===== src/hdl/imc_pkg.sv =====
`timescale 1ns / 1ps

package imc_pkg;

  localparam int unsigned CAL_SAMPLES_DEF = 512;
  localparam int unsigned CAL_SHIFT       = 9;
  localparam int unsigned SAMPLE_W        = 16;
  localparam int unsigned SUM_W           = 25;
  localparam int unsigned NUM_AXES        = 3;

  typedef enum logic [1:0] {
    OP_GYRO        = 2'd0,
    OP_ACCEL       = 2'd1,
    OP_START_ALL   = 2'd2,
    OP_START_ACCEL = 2'd3
  } imc_op_e;

  typedef logic signed [SAMPLE_W-1:0] imc_sample_t;
  typedef logic [NUM_AXES-1:0][SAMPLE_W-1:0] imc_axes_t;

  typedef struct packed {
    logic [1:0]  op;
    imc_sample_t sample_x;
    imc_sample_t sample_y;
    imc_sample_t sample_z;
  } imc_in_t;

  typedef struct packed {
    imc_sample_t roll_value;
    imc_sample_t pitch_value;
    imc_sample_t yaw_value;
    logic        gyro_cal_done;
    logic        accel_cal_done;
  } imc_out_t;

  // offsets held now and offsets as updated by the current sample
  typedef struct packed {
    imc_axes_t offset;
    imc_axes_t offset_upd;
  } imc_cal_t;

  // per-sensor calibration control from the sample counters
  typedef struct packed {
    logic en;
    logic clear;
    logic zero_yaw;
  } imc_cal_ctrl_t;

endpackage


===== src/hdl/imc_sensor_cal.sv =====
`timescale 1ns / 1ps

module imc_sensor_cal (
  input  logic                  clk_i,
  input  logic                  rst_ni,
  input  imc_pkg::imc_cal_ctrl_t ctrl_i,
  input  imc_pkg::imc_axes_t    axis_i,
  output imc_pkg::imc_cal_t     cal_o
);

  logic [imc_pkg::NUM_AXES-1:0][imc_pkg::SUM_W-1:0]    sum_q, sum_d;
  logic [imc_pkg::NUM_AXES-1:0][imc_pkg::SAMPLE_W-1:0] offset_q, offset_d;

  always_comb begin
    for (int i = 0; i < imc_pkg::NUM_AXES; i++) begin
      sum_d[i] = (ctrl_i.clear ? '0 : sum_q[i])
               + {{(imc_pkg::SUM_W - imc_pkg::SAMPLE_W){axis_i[i][imc_pkg::SAMPLE_W-1]}},
                  axis_i[i]};
      offset_d[i] = sum_d[i][imc_pkg::CAL_SHIFT +: imc_pkg::SAMPLE_W];
    end
    // yaw zero is dropped when the final calibration sample lands
    if (ctrl_i.zero_yaw) begin
      offset_d[imc_pkg::NUM_AXES-1] = '0;
    end
  end

  always_ff @(posedge clk_i or negedge rst_ni) begin
    if (!rst_ni) begin
      sum_q    <= '0;
      offset_q <= '0;
    end else if (ctrl_i.en) begin
      sum_q    <= sum_d;
      offset_q <= offset_d;
    end
  end

  assign cal_o.offset     = offset_q;
  assign cal_o.offset_upd = offset_d;

endmodule


===== src/hdl/imu_offset_calibration.sv =====
`timescale 1ns / 1ps
// path: input register, then result register, from input transfer to result valid
// throughput: one item per cycle unless the output stalls; the input register holds its item
// while the result register is full and out_ready_i is low; an item's counter, sum and yaw-zero
// updates take effect in the cycle it leaves the input register
// reset: gyro calibration pending for CAL_SAMPLES samples, accel calibrated with zero offsets

module imu_offset_calibration #(
  parameter int unsigned CAL_SAMPLES = imc_pkg::CAL_SAMPLES_DEF
) (
  input  logic               clk_i,
  input  logic               rst_ni,
  input  logic               in_valid_i,
  output logic               in_ready_o,
  input  imc_pkg::imc_in_t   in_data_i,
  output logic               out_valid_o,
  input  logic               out_ready_i,
  output imc_pkg::imc_out_t  out_data_o
);

  localparam int unsigned CntW = $clog2(CAL_SAMPLES + 1);
  localparam logic [CntW-1:0] CalLoad = CntW'(CAL_SAMPLES);
  localparam logic [CntW-1:0] CntOne  = CntW'(1);

  imc_pkg::imc_in_t  in_q;
  logic              in_valid_q;
  imc_pkg::imc_out_t out_q, out_d;
  logic              out_valid_q;
  logic              out_free;
  logic              s1_fire;

  logic [CntW-1:0] gyro_left_q, gyro_left_d;
  logic [CntW-1:0] accel_left_q, accel_left_d;
  logic            gyro_cal, accel_cal;

  imc_pkg::imc_cal_ctrl_t gyro_ctrl, accel_ctrl;
  imc_pkg::imc_cal_t      gyro_st, accel_st;
  imc_pkg::imc_axes_t     gyro_axis, accel_axis, res_axis;

  assign out_free   = !out_valid_q || out_ready_i;
  assign s1_fire    = in_valid_q && out_free;
  assign in_ready_o = !in_valid_q || out_free;

  always_ff @(posedge clk_i or negedge rst_ni) begin
    if (!rst_ni) begin
      in_valid_q <= 1'b0;
    end else if (in_valid_i && in_ready_o) begin
      in_valid_q <= 1'b1;
    end else if (s1_fire) begin
      in_valid_q <= 1'b0;
    end
  end

  always_ff @(posedge clk_i) begin
    if (in_valid_i && in_ready_o) begin
      in_q <= in_data_i;
    end
  end

  // sensor-frame to roll/pitch/yaw remap
  assign gyro_axis  = {in_q.sample_z, in_q.sample_y, in_q.sample_x};
  assign accel_axis = {in_q.sample_z, -in_q.sample_x, in_q.sample_y};

  assign gyro_cal  = gyro_left_q != '0;
  assign accel_cal = accel_left_q != '0;

  always_comb begin
    gyro_ctrl.en        = s1_fire && (in_q.op == imc_pkg::OP_GYRO) && gyro_cal;
    gyro_ctrl.clear     = gyro_left_q == CalLoad;
    gyro_ctrl.zero_yaw  = 1'b0;
    accel_ctrl.en       = s1_fire && (in_q.op == imc_pkg::OP_ACCEL) && accel_cal;
    accel_ctrl.clear    = accel_left_q == CalLoad;
    accel_ctrl.zero_yaw = accel_left_q == CntOne;
  end

  imc_sensor_cal u_gyro_cal (
    .clk_i  (clk_i),
    .rst_ni (rst_ni),
    .ctrl_i (gyro_ctrl),
    .axis_i (gyro_axis),
    .cal_o  (gyro_st)
  );

  imc_sensor_cal u_accel_cal (
    .clk_i  (clk_i),
    .rst_ni (rst_ni),
    .ctrl_i (accel_ctrl),
    .axis_i (accel_axis),
    .cal_o  (accel_st)
  );

  always_comb begin
    gyro_left_d  = gyro_left_q;
    accel_left_d = accel_left_q;
    res_axis     = '0;
    case (in_q.op)
      imc_pkg::OP_GYRO: begin
        if (gyro_cal) begin
          gyro_left_d = gyro_left_q - CntOne;
          res_axis    = gyro_axis;
        end else begin
          for (int i = 0; i < imc_pkg::NUM_AXES; i++) begin
            res_axis[i] = gyro_axis[i] - gyro_st.offset[i];
          end
        end
      end
      imc_pkg::OP_ACCEL: begin
        if (accel_cal) begin
          accel_left_d = accel_left_q - CntOne;
          for (int i = 0; i < imc_pkg::NUM_AXES; i++) begin
            res_axis[i] = accel_axis[i] - accel_st.offset_upd[i];
          end
        end else begin
          for (int i = 0; i < imc_pkg::NUM_AXES; i++) begin
            res_axis[i] = accel_axis[i] - accel_st.offset[i];
          end
        end
      end
      imc_pkg::OP_START_ALL: begin
        gyro_left_d  = CalLoad;
        accel_left_d = CalLoad;
      end
      imc_pkg::OP_START_ACCEL: begin
        accel_left_d = CalLoad;
      end
      default: begin
        res_axis = '0;
      end
    endcase
    out_d.roll_value     = res_axis[0];
    out_d.pitch_value    = res_axis[1];
    out_d.yaw_value      = res_axis[2];
    out_d.gyro_cal_done  = gyro_left_d == '0;
    out_d.accel_cal_done = accel_left_d == '0;
  end

  always_ff @(posedge clk_i or negedge rst_ni) begin
    if (!rst_ni) begin
      gyro_left_q  <= CalLoad;
      accel_left_q <= '0;
      out_valid_q  <= 1'b0;
    end else begin
      if (s1_fire) begin
        gyro_left_q  <= gyro_left_d;
        accel_left_q <= accel_left_d;
        out_valid_q  <= 1'b1;
      end else if (out_ready_i) begin
        out_valid_q  <= 1'b0;
      end
    end
  end

  always_ff @(posedge clk_i) begin
    if (s1_fire) begin
      out_q <= out_d;
    end
  end

  assign out_valid_o = out_valid_q;
  assign out_data_o  = out_q;

`ifndef ASSERT_OFF
  a_gyro_left_range: assert property (@(posedge clk_i) disable iff (!rst_ni)
    gyro_left_q <= CalLoad)
    else $error("gyro sample counter above calibration length");

  a_accel_left_range: assert property (@(posedge clk_i) disable iff (!rst_ni)
    accel_left_q <= CalLoad)
    else $error("accel sample counter above calibration length");

  a_stage_hold: assert property (@(posedge clk_i) disable iff (!rst_ni)
    in_valid_q && !out_free |=> in_valid_q)
    else $error("input stage item lost while result register full");

  a_start_clears_done: assert property (@(posedge clk_i) disable iff (!rst_ni)
    s1_fire && (in_q.op == imc_pkg::OP_START_ALL)
    |=> out_valid_o && !out_data_o.gyro_cal_done && !out_data_o.accel_cal_done)
    else $error("start of both calibrations reported as done");
`endif

endmodule

===== config.mk =====
export PLATFORM = sky130hd
export DESIGN_NAME = imu_offset_calibration
export DESIGN_NICKNAME = d
export VERILOG_FILES = /design/src/hdl/imc_pkg.sv /design/src/hdl/imc_sensor_cal.sv /design/src/hdl/imu_offset_calibration.sv
export SDC_FILE = /design/constraint.sdc
export NUM_CORES = 1
export LEC_CHECK = 0
export BUFFER_PORTS_ARGS = -buffer_cell sky130_fd_sc_hd__buf_2
export CORE_ASPECT_RATIO = 1.2
export CORE_MARGIN = 2
export CORE_UTILIZATION = 30
export CTS_CLUSTER_SIZE = 14
export DETAILED_ROUTE_END_ITERATION = 6
export PLACE_DENSITY = 0.44
export SLEW_MARGIN = 20
export SYNTH_ARGS = -nofsm -noshare
export SYNTH_HDL_FRONTEND = slang
export SYNTH_SLANG_ARGS = --single-unit

===== constraint.sdc =====
create_clock -name clk_i -period 9.1 [get_ports clk_i]
set_input_delay 1.365 -clock clk_i [delete_from_list [all_inputs] [get_ports clk_i]]
set_output_delay 1.365 -clock clk_i [all_outputs]
set_load 0.01 [all_outputs]

# Word level (Yosys, flattened, before mapping)
# Cells that the tools add are included.
word_totals:
  reg_bits: 368
  in_bits: 54
classes:
  muxes: 18
  n_eq_ne: 6
  reduce_logical: 18
  addsub: 18
op_table:
  columns: ["cell", "count"]
  rows:
  - ["$add 25x25->25", 6]
  - ["$mux 25", 6]
  - ["$sub 16x16->16", 9]
  - ["$mux 48", 2]
  - ["$pmux 48 s2", 1]
  - ["$pmux 10 s2", 2]
  - ["$eq 10x10->1 const B", 2]
  - ["$logic_not 10->1", 2]
  - ["$mux 10", 2]
  - ["$reduce_bool 10->1", 2]
  - ["$sub 10x1->10 const B", 2]
  - ["$mux 16", 1]
  - ["$neg 16->16", 1]
  - ["$eq 10x1->1 const B", 1]
  - ["$logic_and 1x1->1", 6]
  - ["$eq 2x2->1 const B", 2]
  - ["$mux 1", 4]
  - ["$reduce_bool 2->1", 2]
  - ["$eq 2x1->1 const B", 1]
  - ["$logic_not 1->1", 2]
  - ["$logic_not 2->1", 1]
  - ["$logic_or 1x1->1", 2]
  - ["$reduce_or 2->1", 1]

# Logic depth before layout (Yosys ltp)
# Gate-level depths: netlist of the first run.
logic_depth:
  depth_word: 7
  mapped_depth: 28

# Modules after synthesis
# A second synthesis of the first run with hierarchy kept.
hier_totals:
  hier_cells: 3095
  area_unflattened_um2: 27327.5
modules_own_cells:
  columns: ["module", "cells_each", "instances", "area_per_inst_um2"]
  rows:
  - ["imu_offset_calibration", 1144, 1, 10507.6]
  - ["imc_sensor_cal at u_accel_cal", 995, 1, 8599.5]
  - ["imc_sensor_cal at u_gyro_cal", 956, 1, 8220.4]

# Worst setup path before layout of the first run
# Ideal clock, no wire load.
synth_path:
  kind: "register to register"
  from: "reg accel_left_q[3]"
  to: "reg out_q (netlist bit out_data_o[30]), data pin"
  period_less_slack_ps: 5776
  setup_slack_ps: 3324
  arrival_time_ps: 5520
  path_stages_with_launch: 27
  setup_ps: 256
  cell_sequence: "dfrtp_1 -> nor3_1 -> nand4_1 -> clkbuf_1 -> clkbuf_1 -> and2_1 -> ha_1 -> a21o_1 -> a2111oi_0 -> o21bai_1 -> a21o_1 -> a21oi_1 -> xnor2_1 -> nand2_1 -> nand2_1 -> ha_1 -> fa_1 -> nor2b_1 -> o21ai_1 -> nand2b_1 -> and2_1 -> o21ai_1 -> a211oi_1 -> nor3_1 -> or3_1 -> xnor2_1 -> a22o_1"
synth_lines:
  columns: ["element", "line", "source"]
  rows:
  - ["start, declared", "imu_offset_calibration.sv:33", "logic [CntW-1:0] accel_left_q, accel_left_d;"]
  - ["start signal, assigned", "imu_offset_calibration.sv:145", "accel_left_q <= accel_left_d;"]
  - ["end signal, assigned", "imu_offset_calibration.sv:155", "out_q <= out_d;"]
  - ["end, declared", "imu_offset_calibration.sv:27", "imc_pkg::imc_out_t out_q, out_d;"]

==> metrics.md, run 1 <==
| Metric | Value |
|---|---|
| Worst Reg-to-Reg Cells | 24 |
| Post-CTS sizing | 0 |
| CTS Buf Count | 39 |
| Post-synth top area share | 19.89% |
| Synth cell count leaders | nand2_1, a21oi_1, ha_1 |
| Final setup fails | 0 |
| Syn Inst Count | 2,751 |
| Arr. time, crit path | ~7 ns |
| Placement Setup Slack | 2.566 ns |
| Hold depth | 2 |
| Initial antenna violation count | 1 |
| GRT Resource Usage Total | 19.06% |
| Most used DFF post-synth | dfrtp_1 |
| Htree depth | 2 |
| Finished Cell Area | 26,480 sq um |
| Register-to-register setup slack | 2.48 ns |
| Fin. Hold Viols | 0 |
| Slew Viols, Final | 0 |
| Die width | around 260 microns |
| Final wirelength | 76,980 microns |
| Most common cell in the netlist | nand2_1 |
| Port Buffer Count | 105 |
| Worst-case clock skew | between 0.02 and 0.03 ns |
| Clk Latency, worst-skew pair | approximately 0.6 ns |
| Yosys Warn Count | 0 |
| Full die area | 80,690 sq um |
| Crit Path Max Fanout | 56 |
| TritonCTS clock tree | built |
| Largest net degree at the start of global routing | 84 |
| Initial DRC Count | ~1,300 |
| Synthesis-stage register bit count | 288 |
| Post-DP HPWL | around 56,000 microns |
| Worst Tran Pin Value | 0.8772 ns |
| Initial Util | 30.25% |
| Period utilization | 72.71% |
| Final worst-path setup slack | 2.483 ns |
| Clock Sinks | 288 |
| CP Class | flip-flop to flip-flop |
| Maxcap violations | 0 |
| Remaining antenna violation count after routing | 0 |
| Fin nets | 3,128 |
| Startpoint types | flip-flop |
| Syn_nets | 3,056 |
| Ant. Diodes | 0 |
| Area contributors post-synth | dfrtp_1, edfxtp_1, ha_1 |
| Synth async-reset ratio | 65.28% |
| I/O Pins | between 100 and 150 |
| Via Count | 20,363 |
| Via density | 5.248 |
| Worst R2R End | out_data_o[48]$_DFFE_PP_ |
| # fillers | 8,080 |
| Layout cells sized above 1 | 8.409% |
| Mapped Area | 23,530 sq um |
| Slew headroom | 40.76% |
| Core area | 77,770 sq um |
| Leakage | 11.99 nW |
| Hold Startpoint | u_accel_cal.sum_q[7]$_DFFE_PN0P_ |
| Crit end category | flip-flop |
| Postcts setup bufs | 0 |
| Final core occ | 34.05% |
| Worst reg2reg startpoint | accel_left_q[2]$_DFFE_PN0P_ |
| Worst vdd ir | 0.1537 mV |
| Post-CTS Hold Buffers | 0 |
| Critical path data required time | ~9.4 ns |
| Peak Freq | 151.1 MHz |
| Row cnt | between 100 and 150 |
| RSZ-0062 raised after global routing | no |
| Vias in the first global route | around 20,000 |
| DRC viols | 0 |
| First-pass GRT wire length | between 100,000 and 150,000 microns |
| Area of placed instances | 25,230 sq um |
| Detailed Routing Iterations Pass 1 | 5 |
| Synth area leader | dfrtp_1 |
| Wirelength per Cell | 19.84 microns |
| Final TNS setup | 0 ns |
| Height of the die | 310.8 microns |
| Sequential Area | 7709 sq um |
| Status | finished, final reports clean |
| Grt ovf | 0 |
| Worst min path class | flip-flop to flip-flop |
| Bufs on Longest Clock Path | 3 |
| Tmin final | 6.617 ns |
| Syn Area/Cell | 8.552 sq um |
| EDFF count, synth | 100 |
| Sequential-to-total area share from yosys stat | roughly 33% |
| Area growth, synth to finish | 12.56% |
| CTS root buf | clkbuf_16 |
| Routability cong. | 0.9302 |
| Netlist cell types | 84 |
| PD cells | 409.3 nW/um^2 |
| Reg clk slew, reported paths | 0.06 ns |
| Hold slack | between 0.4 and 0.5 ns |
| Hold path endpoint | u_accel_cal.sum_q[7]$_DFFE_PN0P_ |
| Multi-input gate area | 15,010 sq um |
stage by stage:
step | power, mW | std cells
4_1_cts | 10.94 | 3880
2_1_floorplan | 7.553 | 2751
3_3_place_gp | 9.233 | 3808
5_1_grt | 11.90 | 3880
3_5_place_dp | 9.293 | 3808
6_report | 10.84 | 3880
metal layers:
layer / global-route usage (%) / vias to the layer above / share of wire (%)
met5: 0 / - / 0
met4: 5.029 / 0 / 2.3
met3: 2.036 / 89 / 3.0
met2: 33.47 / 322 / 49
met1: 24.69 / 9912 / 45
li1: - / 10040 / -
report_power, final:
part           leakage [nW]  internal, mW  total, mW  switching [mW]
Clock                 0.632         0.902       1.55           0.650
Combinational          8.06          3.00       7.10            4.10
Sequential             3.30          1.86       2.18           0.324
Total                  12.0          5.76       10.8            5.08
cell families after synthesis:
family	share of synthesized area (%)
mux	2.154
buf+inv	3.712
simple gates	18.48
fa+ha+maj	13.73
xor+xnor	7.632
compound gates	21.52
flops	32.77
registers in the layout, summed over array words and instances, names as in the netlist:
name / count
accel_axis: 32
accel_left_q: 10
gyro_axis: 16
gyro_left_q: 10
in_q: 2
in_valid_q: 1
out_data_o: 50
out_valid_o: 1
u_accel_cal.cal_o: 16
u_accel_cal.sum_q: 75
u_gyro_cal.cal_o: 48
u_gyro_cal.sum_q: 27
layout by cell type, fill, tap and decap left out, types with 13 or more instances in the layout:
cell         n
o21bai_1    25
mux2i_1     36
buf_2      104
buf_4       26
nand3_1     50
inv_1      129
ha_1       239
xnor2_1    116
xor2_1      88
clkbuf_16   39
and3_1      28
nand2_1    390
a31oi_1     18
a21o_1      70
and2_1     106
nor2_1     139
o21ai_1     68
nand2b_1    28
edfxtp_1   100
nor2b_1     28
o22ai_1     15
o31ai_1     29
o21a_1      31
dfrtp_1    187
a21oi_1    254
a211oi_1    37
o21ai_0    134
or3_1       20
nor3_1      62
nand4_1     13
clkinv_2    13
worst max-delay path, stage by stage (launching register included):
cell,delay [ns]
dfrtp_1,0.44
nor3_1,0.66
nand4_1,0.22
buf_4,0.35
and2_1,0.30
ha_1,0.29
a21o_1,0.16
a21oi_1,0.30
o211ai_1,0.23
a221oi_2,0.39
nor2b_1,0.14
a221o_1,0.41
a21oi_1,0.19
xnor2_1,0.17
mux2i_1,0.14
ha_1,0.38
a21o_1,0.18
a21o_1,0.19
a21oi_1,0.24
nor2b_1,0.08
a311oi_1,0.36
o21ai_1,0.14
xor2_1,0.15
nand2_1,0.08
o311ai_1,0.11
final cells by class:
| cell class | count | area share, % |
|---|---|---|
| timing repair buffer | 131 | 2.755 |
| inverter | 132 | 1.876 |
| multi-input combinational | 2231 | 56.68 |
| clock buffer | 51 | 4.120 |
| sequential | 288 | 29.11 |
| clock inverter | 21 | 0.6095 |
| tap | 1026 | 4.848 |
how the worst max path moves through the flow:
| stage | from | end | slack (ns) | depth (start not counted) |
|---|---|---|---|---|
| final | accel_left_q[2]$_DFFE_PN0P_ | out_data_o[48]$_DFFE_PP_ | 2.48 | 24 |
| after CTS | accel_left_q[2]$_DFFE_PN0P_ | out_data_o[30]$_DFFE_PP_ | 2.56 | 27 |
| after detailed placement | accel_left_q[2]$_DFFE_PN0P_ | out_data_o[48]$_DFFE_PP_ | 2.57 | 24 |
| after global placement | accel_left_q[2]$_DFFE_PN0P_ | out_data_o[30]$_DFFE_PP_ | 2.61 | 27 |
| after global routing | accel_left_q[2]$_DFFE_PN0P_ | out_data_o[48]$_DFFE_PP_ | 2.03 | 24 |
| after floorplan | accel_left_q[3]$_DFFE_PN0P_ | out_data_o[30]$_DFFE_PP_ | 3.32 | 26 |
Note: power is estimated with default switching activity, not from simulation.
==> inputs of run 2 (changes only) <==
ABC_AREA = 1   (was not set)
PLACE_DENSITY = 0.45   (was 0.44)
clock period = 5.9 ns   (was 9.1 ns; I/O delays follow)
==> metrics.md, run 2 <==
| Metric | Value |
|---|---|
| Synth area leader | dfrtp_1 |
| I/O Pins | 106 (unchanged) |
| Via density | 4.973 (-5.2%) |
| Worst Tran Pin Value | 1.072 ns (+0.1944 ns) |
| RSZ-0062 raised after global routing | no |
| Core area | 83,160 sq um (+6.9%) |
| Commonest non-fill, non-tap cell in the layout | nand2_1 |
| Htree depth | 2 (unchanged) |
| Post-CTS Hold Buffers | 0 (unchanged) |
| Grt ovf | 0 (unchanged) |
| Vias in the first global route | 22,979 (+12%) |
| Number of flip-flops in the largest register | 75 (unchanged) |
| Placement Setup Slack | 0.2502 ns (-2.316 ns) |
| Slew headroom | 28.48% (-12 points) |
| Adder-cell share of the synthesized area | 12.85% (-0.88 points) |
| Fin. Hold Viols | 0 (unchanged) |
| Maxcap violations | 0 (unchanged) |
| Sequential-to-total area share from yosys stat | 30.67% (-2.1 points) |
| Layout cells sized above 1 | 7.692% (-0.72 points) |
| Compound-Gate Fraction of Synth Area | 18.63% (-2.9 points) |
| TritonCTS clock tree | built |
| Yosys Warn Count | 0 (unchanged) |
| Peak Freq | 181.7 MHz (+20%) |
| CTS root buf | clkbuf_16 |
| Fin nets | 3,941 (+26%) |
| Most common cell in the netlist | nand2_1 |
| Combinational family with the most area after synthesis | simple AND/OR/NAND/NOR gates |
| Clk Latency, worst-skew pair | 0.58 ns (about the same) |
| Largest net degree at the start of global routing | 70 (-17%) |
| Postcts setup bufs | 0 (unchanged) |
| Arr. time, crit path | 5.81 ns (-1.11 ns) |
| Post-synthesis mux area share | 0% (-2.2 points) |
| Post-synth top area share | 18.62% (-1.3 points) |
| Synthesis-stage register bit count | 288 (unchanged) |
| Detailed Routing Iterations Pass 1 | 6 (+1) |
| Synth async-reset ratio | 65.28% (unchanged) |
| Remaining antenna violation count after routing | 0 (unchanged) |
| Final wirelength | 87,910 microns (+14%) |
| Row cnt | 116 (+3.6%) |
| Worst-case clock skew | 0.01928 ns (-0.009399 ns) |
| CTS Buf Count | 39 (unchanged) |
| EDFF count, synth | 100 (unchanged) |
| Slew Viols, Final | 0 (unchanged) |
| Area contributors post-synth | dfrtp_1, edfxtp_1, ha_1 |
| Worst reg2reg startpoint | accel_left_q[0]$_DFFE_PN0P_ |
| Worst path max stage delay | 0.40 ns (-0.26 ns) |
| Initial Util | 30.23% (about the same) |
| Final TNS setup | 0 ns (unchanged) |
| Full die area | 86,130 sq um (+6.7%) |
| Final setup fails | 0 (unchanged) |
| Height of the die | 321.1 microns (+3.3%) |
| Syn_nets | 3,837 (+26%) |
| Bufs on Longest Clock Path | 3 (unchanged) |
| Crit Path Max Fanout | 17 (-70%) |
| XOR/XNOR Fraction of Synth Area | 4.983% (-2.6 points) |
| Post-CTS sizing | 0 (unchanged) |
| Crit end category | flip-flop |
| Most frequent cells in the layout | nand2_1, inv_1, nor2_1 |
| Netlist cell types | 61 (-27%) |
| Final worst-path setup slack | 0.3970 ns (-2.086 ns) |
| Die width | 268.2 microns (+3.3%) |
| Initial antenna violation count | 2 (+1) |
| Hold slack | 0.2664 ns (-0.1964 ns) |
| Clock Sinks | 288 (unchanged) |
| Tmin final | 5.503 ns (-1.114 ns) |
| Syn Inst Count | 3,532 (+28%) |
| First-pass GRT wire length | 135,200 microns (+13%) |
| Status | finished, final reports clean |
| Startpoint types | flip-flop |
| Reg clk slew, reported paths | 0.06 ns (about the same) |
| Largest reg by FF count | u_accel_cal.sum_q |
| Post-DP HPWL | 68,130 microns (+22%) |
| GRT Resource Usage Total | 20.35% (+1.3 points) |
| Critical path data required time | 6.21 ns (-3.19 ns) |
| Critical path's slowest cell | dfrtp_1 |
| Port Buffer Count | 105 (unchanged) |
| Wirelength per Cell | 18.36 microns (-7.5%) |
| Area growth, synth to finish | 12.95% |
| Worst min path class | input port to asynchronous set/reset pin |
| CP startpoint | accel_left_q[0]$_DFFE_PN0P_ |
| DRC viols | 0 (unchanged) |
| Mapped Area | 25,140 sq um (+6.8%) |
| Synth Area in Simple Gates | 24.74% (+6.3 points) |
| Initial DRC Count | 1,556 (+23%) |
| Routability cong. | 0.8929 (-4.0%) |
| Period utilization | 93.27% (+21 points) |
| Most used DFF post-synth | dfrtp_1 |
| Worst Reg-to-Reg Cells | 30 (+25%) |
| CP Class | flip-flop to flip-flop |
| Syn Area/Cell | 7.117 sq um (-17%) |
| Via Count | 23,813 (+17%) |
| Synth cell count leaders | nand2_1, inv_1, nor2_1 |
-- run 2: area by class of cell --
type / count / area [sq um]
flip-flops and latches: 288 / 7709
clock buffers: 51 / 1084
inverters: 448 / 1688
multi-input cells: 2716 / 15400
well taps: 1121 / 1403
fillers: 8933 / 54770
diodes: 1 / 2.502
clock inverters: 20 / 262.8
repair buffers: 143 / 845.8
-- run 2: path summary, 6_finish.rpt --
path | end | slack, ns
min reg2reg | u_gyro_cal.sum_q[30]$_DFFE_PN0P_ | 0.48
max | out_data_o[16]$_DFFE_PP_ | 0.40
min | u_gyro_cal.sum_q[32]$_DFFE_PN0P_ | 0.27
max reg2reg | out_data_o[16]$_DFFE_PP_ | 0.40
max in group asynchronous | u_accel_cal.sum_q[51]$_DFFE_PN0P_ | 4.49
min in group clk_i | accel_axis[5]$_DFFE_PP_ | 0.47
-- run 2: critical path, delay by kind of cell (launching register included) --
| kind | cells | cell delay [ns] |
|---|---|---|
| AO/OA/AOI/OAI | 6 | 0.96 |
| XOR/XNOR | 1 | 0.26 |
| adder cells (fa/ha/maj) | 3 | 0.93 |
| buffers and inverters | 6 | 0.90 |
| flip-flops | 1 | 0.40 |
| AND/OR/NAND/NOR | 14 | 1.76 |
-- run 2: kinds of logic (layout without fill, tap and decap cells) --
logic type                 Yosys count  count (layout)
adders and majority gates          251             251
AOI/OAI and AO/OA                  843             843
and+or+nand+nor                   1479            1479
buffers and inverters              528             662
xor gates and xnor gates           143             143
other                                0               1
DFF                                288             288
-- run 2: stage by stage --
stage          utilization [%]  cells  cell area [sq um]
2_1_floorplan                -   3532              25140
3_3_place_gp             32.50   4716              27030
3_5_place_dp             32.50   4716              27030
4_1_cts                  34.12   4787              28370
5_1_grt                  34.14   4788              28390
6_report                 34.14   4788              28390
-- run 2: routing by layer --
| layer | part of all wire (%) | wire length [microns] | vias to the layer above | global-route usage (%) |
|---|---|---|---|---|
| met2 | 45 | 39930 | 455 | 33.02 |
| met1 | 48 | 42310 | 11160 | 28.40 |
| met4 | 2.7 | 2406 | 0 | 5.909 |
| li1 | - | - | 12082 | - |
| met3 | 3.7 | 3263 | 116 | 2.197 |
| met5 | 0 | 0 | - | 0 |
Power of run 2 is not shown: default switching activity piles up to over one toggle a cycle in this logic, so the estimate is an artifact.
